`src/hdl/rank_roulette_select_core_macros.svh`:
```
// ----------------------------------------------------------------------------
// rank_roulette_select_core_macros.svh
// assertion macros shared by the rank roulette selection core
// ----------------------------------------------------------------------------
`ifndef RANK_ROULETTE_SELECT_CORE_MACROS_SVH
`define RANK_ROULETTE_SELECT_CORE_MACROS_SVH

// same-cycle implication, checked out of reset
`define RRS_ASSERT_NOW(lbl, ante, cons, msg) \
    lbl: assert property (@(posedge i_clk) disable iff (!i_rst_n) (ante) |-> (cons)) \
        else $error(msg);

// next-cycle implication, checked out of reset
`define RRS_ASSERT_NEXT(lbl, ante, cons, msg) \
    lbl: assert property (@(posedge i_clk) disable iff (!i_rst_n) (ante) |=> (cons)) \
        else $error(msg);

`endif

```
`src/hdl/rrs_pkg.sv`:
```
`timescale 1ns / 1ps
// ----------------------------------------------------------------------------
// rrs_pkg
// types, widths and the rank weight sum table of the rank roulette selector
// ----------------------------------------------------------------------------
package rrs_pkg;

    // population limits
    localparam int POP_MAX     = 64;
    localparam int MIN_POP     = 2;
    localparam int COUNT_RESET = 64;

    // fixed field widths
    localparam int CNT_W = 7;
    localparam int RV_W  = 31;
    localparam int SEL_W = 6;

    // derived widths
    localparam int IDX_W   = $clog2(POP_MAX);
    localparam int N_W     = $clog2(POP_MAX + 1);
    localparam int SQ_W    = 2 * IDX_W;
    localparam int SUM_MAX = (POP_MAX - 1) * POP_MAX * (2 * POP_MAX - 1) / 6;
    localparam int SUM_W   = $clog2(SUM_MAX + 1);
    localparam int CMP_W   = (SQ_W > SUM_W) ? SQ_W : SUM_W;
    localparam int STEP_W  = $clog2(RV_W);

    // controller states
    typedef enum logic [2:0] {
        ST_IDLE = 3'b001,
        ST_MOD  = 3'b010,
        ST_SCAN = 3'b100
    } t_state;

    // token handed from cell to cell along the scan chain
    typedef struct packed {
        logic             valid;
        logic             live;
        logic             found;
        logic [IDX_W-1:0] idx;
        logic [IDX_W-1:0] gap;
        logic [SQ_W-1:0]  sq;
        logic [SUM_W-1:0] resid;
    } t_token;

    // entry n holds the sum of k^2 for k below n
    typedef logic [SUM_W-1:0] t_sum_tab [0:POP_MAX];

    function automatic t_sum_tab build_sum_tab();
        t_sum_tab         tab;
        logic [SUM_W-1:0] acc;
        acc = '0;
        for (int k = 0; k <= POP_MAX; k++) begin
            tab[k] = acc;
            acc    = acc + SUM_W'(k * k);
        end
        return tab;
    endfunction

    localparam t_sum_tab SUM_TABLE = build_sum_tab();

endpackage

```
`src/hdl/rrs_cell.sv`:
```
`timescale 1ns / 1ps
// ----------------------------------------------------------------------------
// rrs_cell
// one rank of the scan chain: tests the running residue against one weight
// ----------------------------------------------------------------------------
module rrs_cell (
    input  logic            i_clk,
    input  logic            i_rst_n,
    input  logic            i_en,
    input  rrs_pkg::t_token i_tok,
    output rrs_pkg::t_token o_tok
);
    import rrs_pkg::*;

    t_token r_tok;
    t_token n_tok;

    // weight test, then step the square down to the next rank
    always_comb begin
        n_tok = i_tok;
        if (i_tok.valid && i_tok.live && !i_tok.found) begin
            if (CMP_W'(i_tok.sq) > CMP_W'(i_tok.resid)) begin
                n_tok.found = 1'b1;
            end else begin
                n_tok.resid = i_tok.resid - SUM_W'(i_tok.sq);
                n_tok.idx   = i_tok.idx + IDX_W'(1);
                n_tok.gap   = i_tok.gap - IDX_W'(1);
                n_tok.sq    = i_tok.sq - SQ_W'({i_tok.gap, 1'b0}) + SQ_W'(1);
                n_tok.live  = (i_tok.gap != '0);
            end
        end
    end

    // token register
    always_ff @(posedge i_clk) begin
        if (!i_rst_n) begin
            r_tok.valid <= 1'b0;
        end else if (i_en) begin
            r_tok <= n_tok;
        end
    end

    assign o_tok = r_tok;

endmodule

```
`config.mk`:
```
export PLATFORM = sky130hd
export DESIGN_NAME = rrs_cell
export DESIGN_NICKNAME = d
export VERILOG_FILES = /design/src/hdl/rank_roulette_select_core_macros.svh /design/src/hdl/rrs_pkg.sv /design/src/hdl/rrs_cell.sv
export SDC_FILE = /design/constraint.sdc
export NUM_CORES = 1
export LEC_CHECK = 0
export BUFFER_PORTS_ARGS = -buffer_cell sky130_fd_sc_hd__buf_4
export CELL_PAD_IN_SITES_DETAIL_PLACEMENT = 0
export CELL_PAD_IN_SITES_GLOBAL_PLACEMENT = 1
export CORE_UTILIZATION = 35
export DETAILED_ROUTE_END_ITERATION = 12
export MAX_ROUTING_LAYER = met4
export PLACE_DENSITY_LB_ADDON = 0.1
export SYNTH_ARGS = -nofsm -noshare
export SYNTH_HDL_FRONTEND = slang
export SYNTH_SLANG_ARGS = --single-unit
```
`constraint.sdc`:
```
create_clock -name i_clk -period 3.2 [get_ports i_clk]
set_clock_uncertainty 0.1 [all_clocks]
set_input_delay 0.64 -clock i_clk [delete_from_list [all_inputs] [get_ports i_clk]]
set_output_delay 0.64 -clock i_clk [all_outputs]
set_load 0.02 [all_outputs]
```
Yosys cells after proc, flatten, opt, wreduce, memory -nomap -nowiden
Index checks and enable logic that the tools add are counted.

$add $sub $neg: 5. Magnitude comparators: 1. Muxes and demuxes: 4. Reduce and logical (&&, ||, !) cells: 5.

Operator list (count): two-way mux 43 bit (1); two-way mux 41 bit (1); > comparator 12 x 17 -> 1 bit (1); subtractor 17 x 12 -> 17 bit (1); adder 12 x 1 -> 12 bit, second input constant (1); subtractor 12 x 7 -> 12 bit (1); adder 6 x 1 -> 6 bit, second input constant (1); nonzero test 6 bit (1); subtractor 6 x 1 -> 6 bit, second input constant (1); logical AND 1 bit (2); two-way mux 1 bit (2); AND reduction 2 bit (1); zero test 1 bit (1).

Register bits: 44. Input bits: 47. Output and inout port bits: 44. Logic and storage cells: 22.

Logic depth before layout (Yosys ltp)
Depth in word-level cells: 4. Depth in mapped cells: 13. Depth with buffers taken out: 13.

Worst setup path before layout
OpenSTA, ideal clock, no wires.

Kind: in2reg. Start: input i_tok[18] (netlist name). End: register r_tok, in the netlist o_tok[28] (data pin). Setup time: 0.264 ns. Arrival: 2.654 ns. Required time: 2.836 ns. Path slack: 0.183 ns. Cell stages on the path: 13. Path buffers: 0. Path through: inv_1 > ha_1 > inv_1 > ha_1 > inv_1 > fa_1 > nor2b_1 > o31ai_1 > a21oi_1 > o21ai_1 > nor2b_1 > o311ai_1 > xnor2_1.

RTL lines: start, declared (RTL line rrs_cell.sv:10) `input rrs_pkg::t_token i_tok,`; end signal, assigned (RTL line rrs_cell.sv:39) `r_tok <= n_tok;`; end, declared (RTL line rrs_cell.sv:15) `t_token r_tok;`.

==> results.md <==
* Status: finished clean
* Layout cells sized above 1 at between 30% and 40%
* Synthesized area at slightly above 3000 µm²
* DP Cell Count at slightly above 500
* First-pass GRT wire length at roughly 11000 µm
* Crit path largest cell delay at 410 ps
* GPL Wtd Cong at 0.8273
* Total CTS buffers at 5
* Critical path type: in -> reg
* Most used DFF post-synth: edfxtp_1
* CP max stage cell: fa_1
* H-tree depth at 2
* Clock transition at path regs at 80 ps
* Horiz. Die Dim at 96.05 µm
* Remaining antenna violation count at 0
* P&R area growth vs syn at 31.65%
* Final core occ at about half
* Crit Path Max Fanout at 2
* Post-synthesis register bit count at 44
* Synthesized instance count at a little over 300
* Simple-gate share of the synthesized area at 14.71%
* Clock Tree Root: clkbuf_8
* Sequential share of the synthesized area at 42.36%
* WP buf/inv at 4
* N_diodes at 0
* Post-synthesis compound-gate area fraction at 15.80%
* Max Slew Vio Count at 0
* Initial Utilization at a little under two fifths
* Ys Warns at 0
* Count of cells resized by post-cts repair at 0
* Max reg flops at 44
* Max-slew headroom at 62.04%
* Multiplexer share of the synthesized area at less than 1%
* Clock sinks at 44
* DP HPWL at 5562 µm
* Die area at 9225 µm²
* RSZ-0062 raised after global routing: no
* Crit end category: flip-flop
* Core Area at around 8400 µm²
* Final min period at between 2000 and 3000 ps
* Setup WS pre-CTS at -8.095 ps
* Power Density at 395.6 nW/µm²
* Overflow after GRT at 0
* Vias in the first global route at 2438
* Number of setup buffers added after CTS at 0
* Tot GR Track Use at between 10% and 20%
* Post-synthesis xor/xnor area fraction at between 8 and 9%
* Synth cell types at 49
* Synth Net Count at roughly 380
* TNS Setup at 0 ps
* EDFF count, synth at 43
* Adder-Cell Fraction of Synth Area at 13.42%
* Asr flop ratio synth at 0%
* Number of vias per cell at between 4 and 5
* Syn avg cell area at 10.15 µm²
* Main combinational cell family by area after synthesis: compound AO/OA/AOI/OAI gates
* Cell mode on critical path: inv_1
* Crit share post-route at 90.25%
* Leak pwr at 1.791 nW
* Worst slew pin tran at 569.4 ps
* CP delay by family, top: adder cells
* Chip height at about 96 µm
* # IOs at 91
* Starting DRC count in detailed routing at 86
* Worst vdd ir at 0.0001769 V
* PnR worst setup slack at 312.1 ps
* Detailed Routing Iterations Pass 1 at 4
* Type of origin of the critical path: input pin
* Fill count at 830
* Final cell count without fillers at 513
* CTS Buffer Depth at 2
* Initial antenna violation count at 0
* Total power at 1.612 mW
* Max frequency at 346.3 MHz
* Port buffer count at 90
* Final setup vio count at 0
* Largest net degree at the start of global routing at 44
* CP arrival at 2830 ps
* # DRC at 0
* Worst EP required at around 3200 ps
* CTS hold repair buffers at 0
* CP Cell Sequence: buf_4 -> inv_1 -> ha_1 -> inv_1 -> ha_1 -> inv_1 -> fa_1 -> nor2b_1 -> o31ai_1 -> a21oi_1 -> o21ai_1 -> nor2b_1 -> o311ai_1 -> xnor2_1
* Cell Rows at 33
* Routed WL per cell at 13.68 µm
* # nets final at 486
* Via Count at between 2000 and 2500
* TritonCTS clock tree: built
* Worst-Skew Late Latency at 290 ps
* DRT Wirelength at 7016 µm
* Worst min-delay path class: reg -> reg
* Fin. Hold Viols at 0
* Max cap viols at 0
[where the power goes]
group	leakage, nW	internal (mW)	switching, mW
Sequential	0.410	0.683	0.0115
Clock	0.0558	0.232	0.202
Combinational	1.32	0.224	0.260
[kinds of logic (layout without fill, tap and decap cells)]
family | after synthesis | after routing
compound gates | 74 | 74
xor+xnor | 30 | 30
fa+ha+maj | 32 | 32
buf+inv | 35 | 138
flops | 44 | 44
mux | 1 | 1
simple gates | 89 | 89
[cell usage after synthesis, drive strengths merged (6+ instances only)]
cell    instances  area share [%]
inv            27             3.3
nor2           16             1.9
nand3           7             1.1
o21ai          29             4.8
xnor2          20             5.7
edfxtp         43              42
ha             30              12
a21oi          11             1.9
nand2          36             4.4
a211oi          6             1.5
buf             6             1.4
nor3            8             1.6
xor2           10             2.8
[metal layers]
metal | up-vias | share of wire [%] | track usage, %
met5 | - | 0 | -
met4 | 0 | 1.0 | 4.851
met3 | 5 | 4.0 | 2.607
met2 | 54 | 52 | 29.43
met1 | 1132 | 43 | 19.56
li1 | 1303 | - | -
[worst paths after layout]
kind / from / end / slack [ps] / cells after the start
max: i_tok[18] / o_tok[28] / 310 / 14
min: o_tok[43] / o_tok[43] / 430 / 2
max reg2reg: o_tok[43] / o_tok[43] / 2500 / 2
min reg2reg: o_tok[43] / o_tok[43] / 430 / 2
[cell type report]
class                      count  area, µm²  share of cell area (%)
inverter                      27      101.3                   2.487
sequential                    44       1311                   32.18
clock inverter                 3      42.54                   1.044
tap                          105      131.4                   3.224
multi-input combinational    226       1634                   40.10
clock buffer                   5      68.82                   1.689
timing repair buffer         103      785.8                   19.28
[cells in the final DEF (no fill, tap or decap), drive strengths merged, types with 2 or more instances in the layout]
cell type / n
xnor2: 20
a31oi: 4
buf: 103
xor2: 10
and2: 2
inv: 27
nor2b: 4
a211oi: 6
a21oi: 11
ha: 30
nor4: 2
nor2: 16
nand2b: 4
edfxtp: 43
nand3: 7
nor3: 8
clkbuf: 5
nand4: 2
nand2: 36
a21o: 5
clkinv: 2
fa: 2
o31ai: 4
o21a: 5
o21ai: 29
nor4b: 2
[stage by stage]
stage	instance area [µm²]	hold slack, ps
after floorplan	3095	489.3
after global placement	3964	405.7
after detailed placement	3964	420.7
after CTS	4075	441.3
after global routing	4075	456.2
final	4075	433.5
[worst reg2reg max path, delay by kind of cell (launching register included)]
kind             cells  cell delay, ps
and+or+nand+nor      1              60
muxes                1             130
DFF                  1             320
(Power assumes the default switching activity.)
