$ cat src/hdl/rank_roulette_select_core_macros.svh
// ----------------------------------------------------------------------------
// rank_roulette_select_core_macros.svh
// assertion macros shared by the rank roulette selection core
// ----------------------------------------------------------------------------
`ifndef RANK_ROULETTE_SELECT_CORE_MACROS_SVH
`define RANK_ROULETTE_SELECT_CORE_MACROS_SVH

// same-cycle implication, checked out of reset
`define RRS_ASSERT_NOW(lbl, ante, cons, msg) \
    lbl: assert property (@(posedge i_clk) disable iff (!i_rst_n) (ante) |-> (cons)) \
        else $error(msg);

// next-cycle implication, checked out of reset
`define RRS_ASSERT_NEXT(lbl, ante, cons, msg) \
    lbl: assert property (@(posedge i_clk) disable iff (!i_rst_n) (ante) |=> (cons)) \
        else $error(msg);

`endif

$ cat src/hdl/rrs_pkg.sv
`timescale 1ns / 1ps
// ----------------------------------------------------------------------------
// rrs_pkg
// types, widths and the rank weight sum table of the rank roulette selector
// ----------------------------------------------------------------------------
package rrs_pkg;

    // population limits
    localparam int POP_MAX     = 64;
    localparam int MIN_POP     = 2;
    localparam int COUNT_RESET = 64;

    // fixed field widths
    localparam int CNT_W = 7;
    localparam int RV_W  = 31;
    localparam int SEL_W = 6;

    // derived widths
    localparam int IDX_W   = $clog2(POP_MAX);
    localparam int N_W     = $clog2(POP_MAX + 1);
    localparam int SQ_W    = 2 * IDX_W;
    localparam int SUM_MAX = (POP_MAX - 1) * POP_MAX * (2 * POP_MAX - 1) / 6;
    localparam int SUM_W   = $clog2(SUM_MAX + 1);
    localparam int CMP_W   = (SQ_W > SUM_W) ? SQ_W : SUM_W;
    localparam int STEP_W  = $clog2(RV_W);

    // controller states
    typedef enum logic [2:0] {
        ST_IDLE = 3'b001,
        ST_MOD  = 3'b010,
        ST_SCAN = 3'b100
    } t_state;

    // token handed from cell to cell along the scan chain
    typedef struct packed {
        logic             valid;
        logic             live;
        logic             found;
        logic [IDX_W-1:0] idx;
        logic [IDX_W-1:0] gap;
        logic [SQ_W-1:0]  sq;
        logic [SUM_W-1:0] resid;
    } t_token;

    // entry n holds the sum of k^2 for k below n
    typedef logic [SUM_W-1:0] t_sum_tab [0:POP_MAX];

    function automatic t_sum_tab build_sum_tab();
        t_sum_tab         tab;
        logic [SUM_W-1:0] acc;
        acc = '0;
        for (int k = 0; k <= POP_MAX; k++) begin
            tab[k] = acc;
            acc    = acc + SUM_W'(k * k);
        end
        return tab;
    endfunction

    localparam t_sum_tab SUM_TABLE = build_sum_tab();

endpackage

$ cat src/hdl/rrs_mod_unit.sv
`timescale 1ns / 1ps
// ----------------------------------------------------------------------------
// rrs_mod_unit
// bit-serial restoring modulo, one dividend bit per cycle
// ----------------------------------------------------------------------------
module rrs_mod_unit (
    input  logic                      i_clk,
    input  logic                      i_rst_n,
    input  logic                      i_start,
    input  logic [rrs_pkg::RV_W-1:0]  i_dividend,
    input  logic [rrs_pkg::SUM_W-1:0] i_divisor,
    output logic                      o_done,
    output logic [rrs_pkg::SUM_W-1:0] o_rem
);
    import rrs_pkg::*;

    logic              r_busy;
    logic              r_done;
    logic [STEP_W-1:0] r_cnt;
    logic [RV_W-1:0]   r_dvd;
    logic [SUM_W-1:0]  r_rem;
    logic [SUM_W-1:0]  n_rem;
    logic [SUM_W:0]    w_shift;

    // shift in the next dividend bit and take off the divisor if it fits
    always_comb begin
        w_shift = {r_rem, r_dvd[RV_W-1]};
        if (w_shift >= {1'b0, i_divisor}) begin
            n_rem = SUM_W'(w_shift - {1'b0, i_divisor});
        end else begin
            n_rem = SUM_W'(w_shift);
        end
    end

    // step control
    always_ff @(posedge i_clk) begin
        if (!i_rst_n) begin
            r_busy <= 1'b0;
            r_done <= 1'b0;
        end else if (i_start) begin
            r_busy <= 1'b1;
            r_done <= 1'b0;
        end else if (r_busy) begin
            if (r_cnt == '0) begin
                r_busy <= 1'b0;
                r_done <= 1'b1;
            end
        end else begin
            r_done <= 1'b0;
        end
    end

    // datapath
    always_ff @(posedge i_clk) begin
        if (i_start) begin
            r_cnt <= STEP_W'(RV_W - 1);
            r_dvd <= i_dividend;
            r_rem <= '0;
        end else if (r_busy) begin
            r_cnt <= r_cnt - STEP_W'(1);
            r_dvd <= {r_dvd[RV_W-2:0], 1'b0};
            r_rem <= n_rem;
        end
    end

    assign o_done = r_done;
    assign o_rem  = r_rem;

endmodule

$ cat config.mk
export PLATFORM = sky130hd
export DESIGN_NAME = rrs_mod_unit
export DESIGN_NICKNAME = d
export VERILOG_FILES = /design/src/hdl/rank_roulette_select_core_macros.svh /design/src/hdl/rrs_pkg.sv /design/src/hdl/rrs_mod_unit.sv
export SDC_FILE = /design/constraint.sdc
export NUM_CORES = 1
export LEC_CHECK = 0
export ABC_CLOCK_PERIOD_IN_PS = 2900
export BUFFER_PORTS_ARGS = -buffer_cell sky130_fd_sc_hd__clkbuf_2
export CAP_MARGIN = 10
export CORE_ASPECT_RATIO = 0.9
export CORE_UTILIZATION = 40
export DETAILED_ROUTE_END_ITERATION = 7
export GPL_ROUTABILITY_DRIVEN = 0
export HOLD_SLACK_MARGIN = 0.06
export PLACE_DENSITY = 0.6
export REMOVE_ABC_BUFFERS = 1
export SYNTH_ARGS = -nofsm -noshare
export SYNTH_HDL_FRONTEND = slang
export SYNTH_SLANG_ARGS = --single-unit
$ cat constraint.sdc
create_clock -name i_clk -period 2.9 [get_ports i_clk]
set_clock_uncertainty 0.1 [all_clocks]
set_input_delay 0.29 -clock i_clk [delete_from_list [all_inputs] [get_ports i_clk]]
set_output_delay 0.29 -clock i_clk [all_outputs]
set_load 0.1 [all_outputs]
* Word level (Yosys, flattened, before mapping)
Index checks and enable logic that the tools add are counted.
** Cells by class
- Reduce and logical (&&, ||, !) cells :: 3
- Add/subtract/negate cells :: 2
- $lt $le $gt $ge :: 1
- Bitwise gates (word level) :: 2
- Mux-type cells :: 6
** Operators with widths (number)
- two-way mux 31 bit :: 2
- >= comparator 18 x 17 -> 1 bit :: 1
- two-way mux 17 bit :: 1
- subtractor 17 bit :: 1
- zero test 5 bit :: 1
- subtractor 5 x 1 -> 5 bit (second input constant) :: 1
- two-way mux 1 bit :: 3
- OR reduction 3 bit :: 1
- inverter 1 bit :: 2
- nonzero test 2 bit :: 1
** Word-level totals
- Flip-flop bits (word level) :: 55

* Depth between registers and ports, before layout
- Depth in word-level cells :: 4
- Mapped depth :: 11

* Least setup slack after synthesis
OpenSTA, ideal clock, no wires.
- Kind :: register to register
- Start :: register r_rem[12], in the netlist o_rem[12]
- End :: register r_rem[5], in the netlist o_rem[5]
- Data required time :: 2.712 ns
- Setup slack :: -0.033 ns
- Arrival time :: 2.745 ns
- Stages on the path, launching flop included :: 9
- Clock period less this slack :: 2.933 ns
- Cells stage by stage :: dfxtp_1 > ha_1 > buf_6 > a21oi_2 > o21ai_2 > a2111oi_4 > o311a_4 > nand2_1 > a311oi_2
** On the way
- Word-level cells in the longest chain between the ends :: 2
** RTL lines
- start: declaration :: line rrs_mod_unit.sv:21 : logic [SUM_W-1:0] r_rem;
- start signal: assignment :: line rrs_mod_unit.sv:62 : r_rem <= n_rem;
- >= comparator 18 x 17 -> 1 bit :: line rrs_mod_unit.sv:28 : if (w_shift >= {1'b0, i_divisor}) begin
- two-way mux 17 bit :: line rrs_mod_unit.sv:28
No other way between the ends.
A chain may end at the register's enable or synchronous reset.

* Worst setup path after layout
- Start :: register r_dvd[30]
- End :: register r_rem[16], in the netlist o_rem[16]
** On the way
- Word-level cells in the longest chain between the ends :: 2
- Elaborated cells between the ends (all ways) :: 3
- Those cells by class :: add/sub (1); order compare (1); mux (1)
** RTL lines
- start: declaration :: line rrs_mod_unit.sv:20 : logic [RV_W-1:0] r_dvd;
- start signal: assignment :: line rrs_mod_unit.sv:57 : r_dvd <= i_dividend;
- start signal: assignment :: line rrs_mod_unit.sv:61 : r_dvd <= {r_dvd[RV_W-2:0], 1'b0};
- subtractor 17 bit or >= comparator 18 x 17 -> 1 bit (tied branches) :: line rrs_mod_unit.sv:29, rrs_mod_unit.sv:28
- two-way mux 17 bit (*) :: line rrs_mod_unit.sv:28
Mark *: on every way between the ends. The rest lies on a longest branch, timed or not.

==> impl_metrics.py <==
metrics = {
    "sta": {
        "report.final.slew_viol_count": 0,
        "final-setup-viol-count": 0,
        "worst_pin_slew_ns": 0.569,
        "fin_setup_tns_ns": 0,
        "fin_crit_ns": 2.64,
        "fin_ws_ns": 0.257,
        "slew_headroom_pct": 62.2,
        "rsz0062_at_grt": "no",
        "hold_slack_ns": 0.0878,
        "fin_crit_sh_pct": 91.1,
        "hold_viol": 0,
        "max_freq_ghz": 0.378,
    },
    "floorplan": {
        "die_area_mm2": 0.00870,
        "initial_utilization_pct": 41.3,
        "core_mm2": 0.00807,
        "die_height_um": 88.6,
        "ios": 69,
        "rows": 31,
        "die_x_um": 98.2,
    },
    "cts": {
        "h-tree-depth": 2,
        "clkLatencyLatePin_ns": 0.31,
        "cts-root-buf": "clkbuf_8",
        "cts_hold_buffers": 0,
        "clk_transition_reported_paths_ns": 0.10,
        "cts-resized-gates": 0,
        "cts_tree": "yes",
        "cts_buffer_depth": 2,
        "cts.sinks": 55,
        "cts_setup_buffers": 0,
        "cts_made_buffers": 5,
    },
    "setup_path": {
        "cp.required_ns": 2.99,
        "cp-start-kind": "flop",
        "cp_num_buf_inv": 2,
        "cpPeakStageDelay_ns": 0.43,
        "worstSetupEndpointType": "flop",
        "cp_top_family": "compound AO/OA/AOI/OAI gates",
        "critical_path_class": "flop to flop",
        "slowest_stage": "a2111o_1",
        "cp_cell_sequence": "inv_1, ha_1, inv_1, fa_1, a211oi_1, o21a_2, o21ai_1, a2111o_1, a211oi_1, o21ai_1",
        "crit_arrival_ns": 2.73,
        "crit_fanout": 4,
    },
    "layout": {
        "final_nets": 464,
        "drive_gt1_share_pct": 32.2,
        "fin_cells": 493,
        "n_antenna_cell": 0,
        "syn2layout_area_growth_pct": 16.2,
        "fin_area_mm2": 0.00387,
        "final_core_util_pct": 48.0,
    },
    "synth": {
        "yosys_warnings": 0,
        "avgSynthCellArea_um2": 10.3,
        "synth.distinct_cells": 55,
        "synth_ff_type": "edfxtp_1",
        "syn_inst": 323,
        "synth_area_leaders": "edfxtp_1, dfxtp_1, mux2_2",
        "synth_top_area_cell": "edfxtp_1",
        "async_reset_ff_share_pct": 0,
        "synth_edf_count": 31,
        "ys_seq_area_share_pct": 42.4,
        "mappedNetlistArea_mm2": 0.00333,
        "synth_top_area_share_pct": 27.9,
        "ys_seq_elements": 55,
    },
    "pwr": {
        "ir_drop_mv": 0.317,
        "power_mw": 1.68,
        "p_leak_nw": 1.69,
        "power_density_mw_per_mm2": 434,
    },
    "placement": {
        "dp_cells": 485,
        "place_ws_ns": 0.276,
        "dpl_cell_area_mm2": 0.00378,
        "post-dp-hpwl_um": 5260,
        "io_buffers": 68,
    },
    "route": {
        "num_vias": 2594,
        "via_per_inst": 5.26,
        "totalWireLength_um": 7000,
        "wl_per_cell_um": 14.2,
        "drt-pass1-iter-count": 7,
        "drc": 3,
        "drt_iter0_markers": 80,
        "detail-route-antenna-nets": 0,
    },
    "global_route": {
        "first_global_vias": 2418,
        "grt_max_degree": 31,
        "grt.overflow.total": 0,
        "antenna_found_initial": 0,
        "gr-usage-all-layers_pct": 16.7,
        "grt_pass1_wl_um": 11500,
    },
    "job": {
        "cap_viol_max_count": 0,
    },
    "run_status": {
        "violations": "design-rule violations",
        "outcome": "finished, violations left",
    },
    "hold_path": {
        "hold_path.class": "primary input to flop",
    },
}
-- layer usage --
layer | up-vias | GRT usage (%) | share of wire (%)
li1 | 1327 | - | -
met4 | 0 | 2.85 | 0.40
met5 | - | 0 | 0
met2 | 72 | 27.1 | 45
met3 | 4 | 3.40 | 5.5
met1 | 1191 | 23.4 | 49
-- final cells by class --
cell class / count / area [um^2]
repair buffers: 75 / 393
fillers: 827 / 4200
clock inverters: 3 / 22.5
flip-flops and latches: 55 / 1410
inverters: 23 / 86.3
well taps: 99 / 124
multi-input cells: 233 / 1770
clock buffers: 5 / 68.8
-- tightest hold or removal path: stages --
cell      delay (ns)
clkbuf_2        0.09
nand2_1         0.05
a21oi_1         0.03
-- synthesized netlist by cell type, types with 2 or more instances --
library cell and count:
o211ai_1 4, mux2_2 30, and2_1 2, buf_6 3, a21o_1 5, edfxtp_1 31, nand2_1 30, nor3_1 3
o21ai_0 13, a32oi_1 5, a311oi_1 2, dfxtp_1 24, a21oi_2 2, nand2b_1 7, nand3_1 18, xnor2_1 6
nor2b_1 3, a21oi_1 18, inv_1 23, clkbuf_1 9, o21a_1 4, nand4_1 3, nor2_1 15, xor2_1 8
a211oi_1 4, o21ai_1 3, mux2i_1 2, ha_1 19
-- sequential cells by signal (all words and copies together) (netlist names) --
name,count
r_cnt,5
r_dvd,31
r_busy,1
o_done,1
o_rem,17
-- placed cells by master, fill, tap and decap left out, drive strengths merged, types with 6 or more instances in the layout --
master  count
buf         7
nand2      31
o21ai      17
edfxtp     31
o21a        6
nor2       15
inv        24
xor2        8
clkbuf     73
dfxtp      24
ha         19
nand2b      7
a21oi      20
mux2       30
nand3      18
xnor2       6
-- cells by family after synthesis --
group	count (synthesis)	share of synthesized area, %
AOI/OAI and AO/OA	77	17.6
xor gates and xnor gates	14	3.68
adders and majority gates	20	7.74
buffers and inverters	35	4.62
DFF	55	42.4
muxes	32	10.7
and+or+nand+nor	90	13.3
-- report_power, final --
part | total [mW] | internal, mW | switching, mW | leakage, nW
Clock | 0.442 | 0.174 | 0.268 | 0.0485
Sequential | 0.915 | 0.891 | 0.0243 | 0.508
Combinational | 0.325 | 0.136 | 0.189 | 1.13
-- path summary, 6_finish.rpt --
kind              slack (ns)  cells past startpoint                      to                 from
setup reg to reg        0.26                     10  o_rem[16]$_SDFFE_PP0P_  r_dvd[30]$_DFFE_PP_
setup / recovery        0.26                     10  o_rem[16]$_SDFFE_PP0P_  r_dvd[30]$_DFFE_PP_
hold reg to reg         0.35                      2     o_done$_SDFFE_PP0P_  o_done$_SDFFE_PP0P_
hold / removal          0.09                      3     o_done$_SDFFE_PP0P_              i_rst_n
Power figures use the tool's default switching activity.
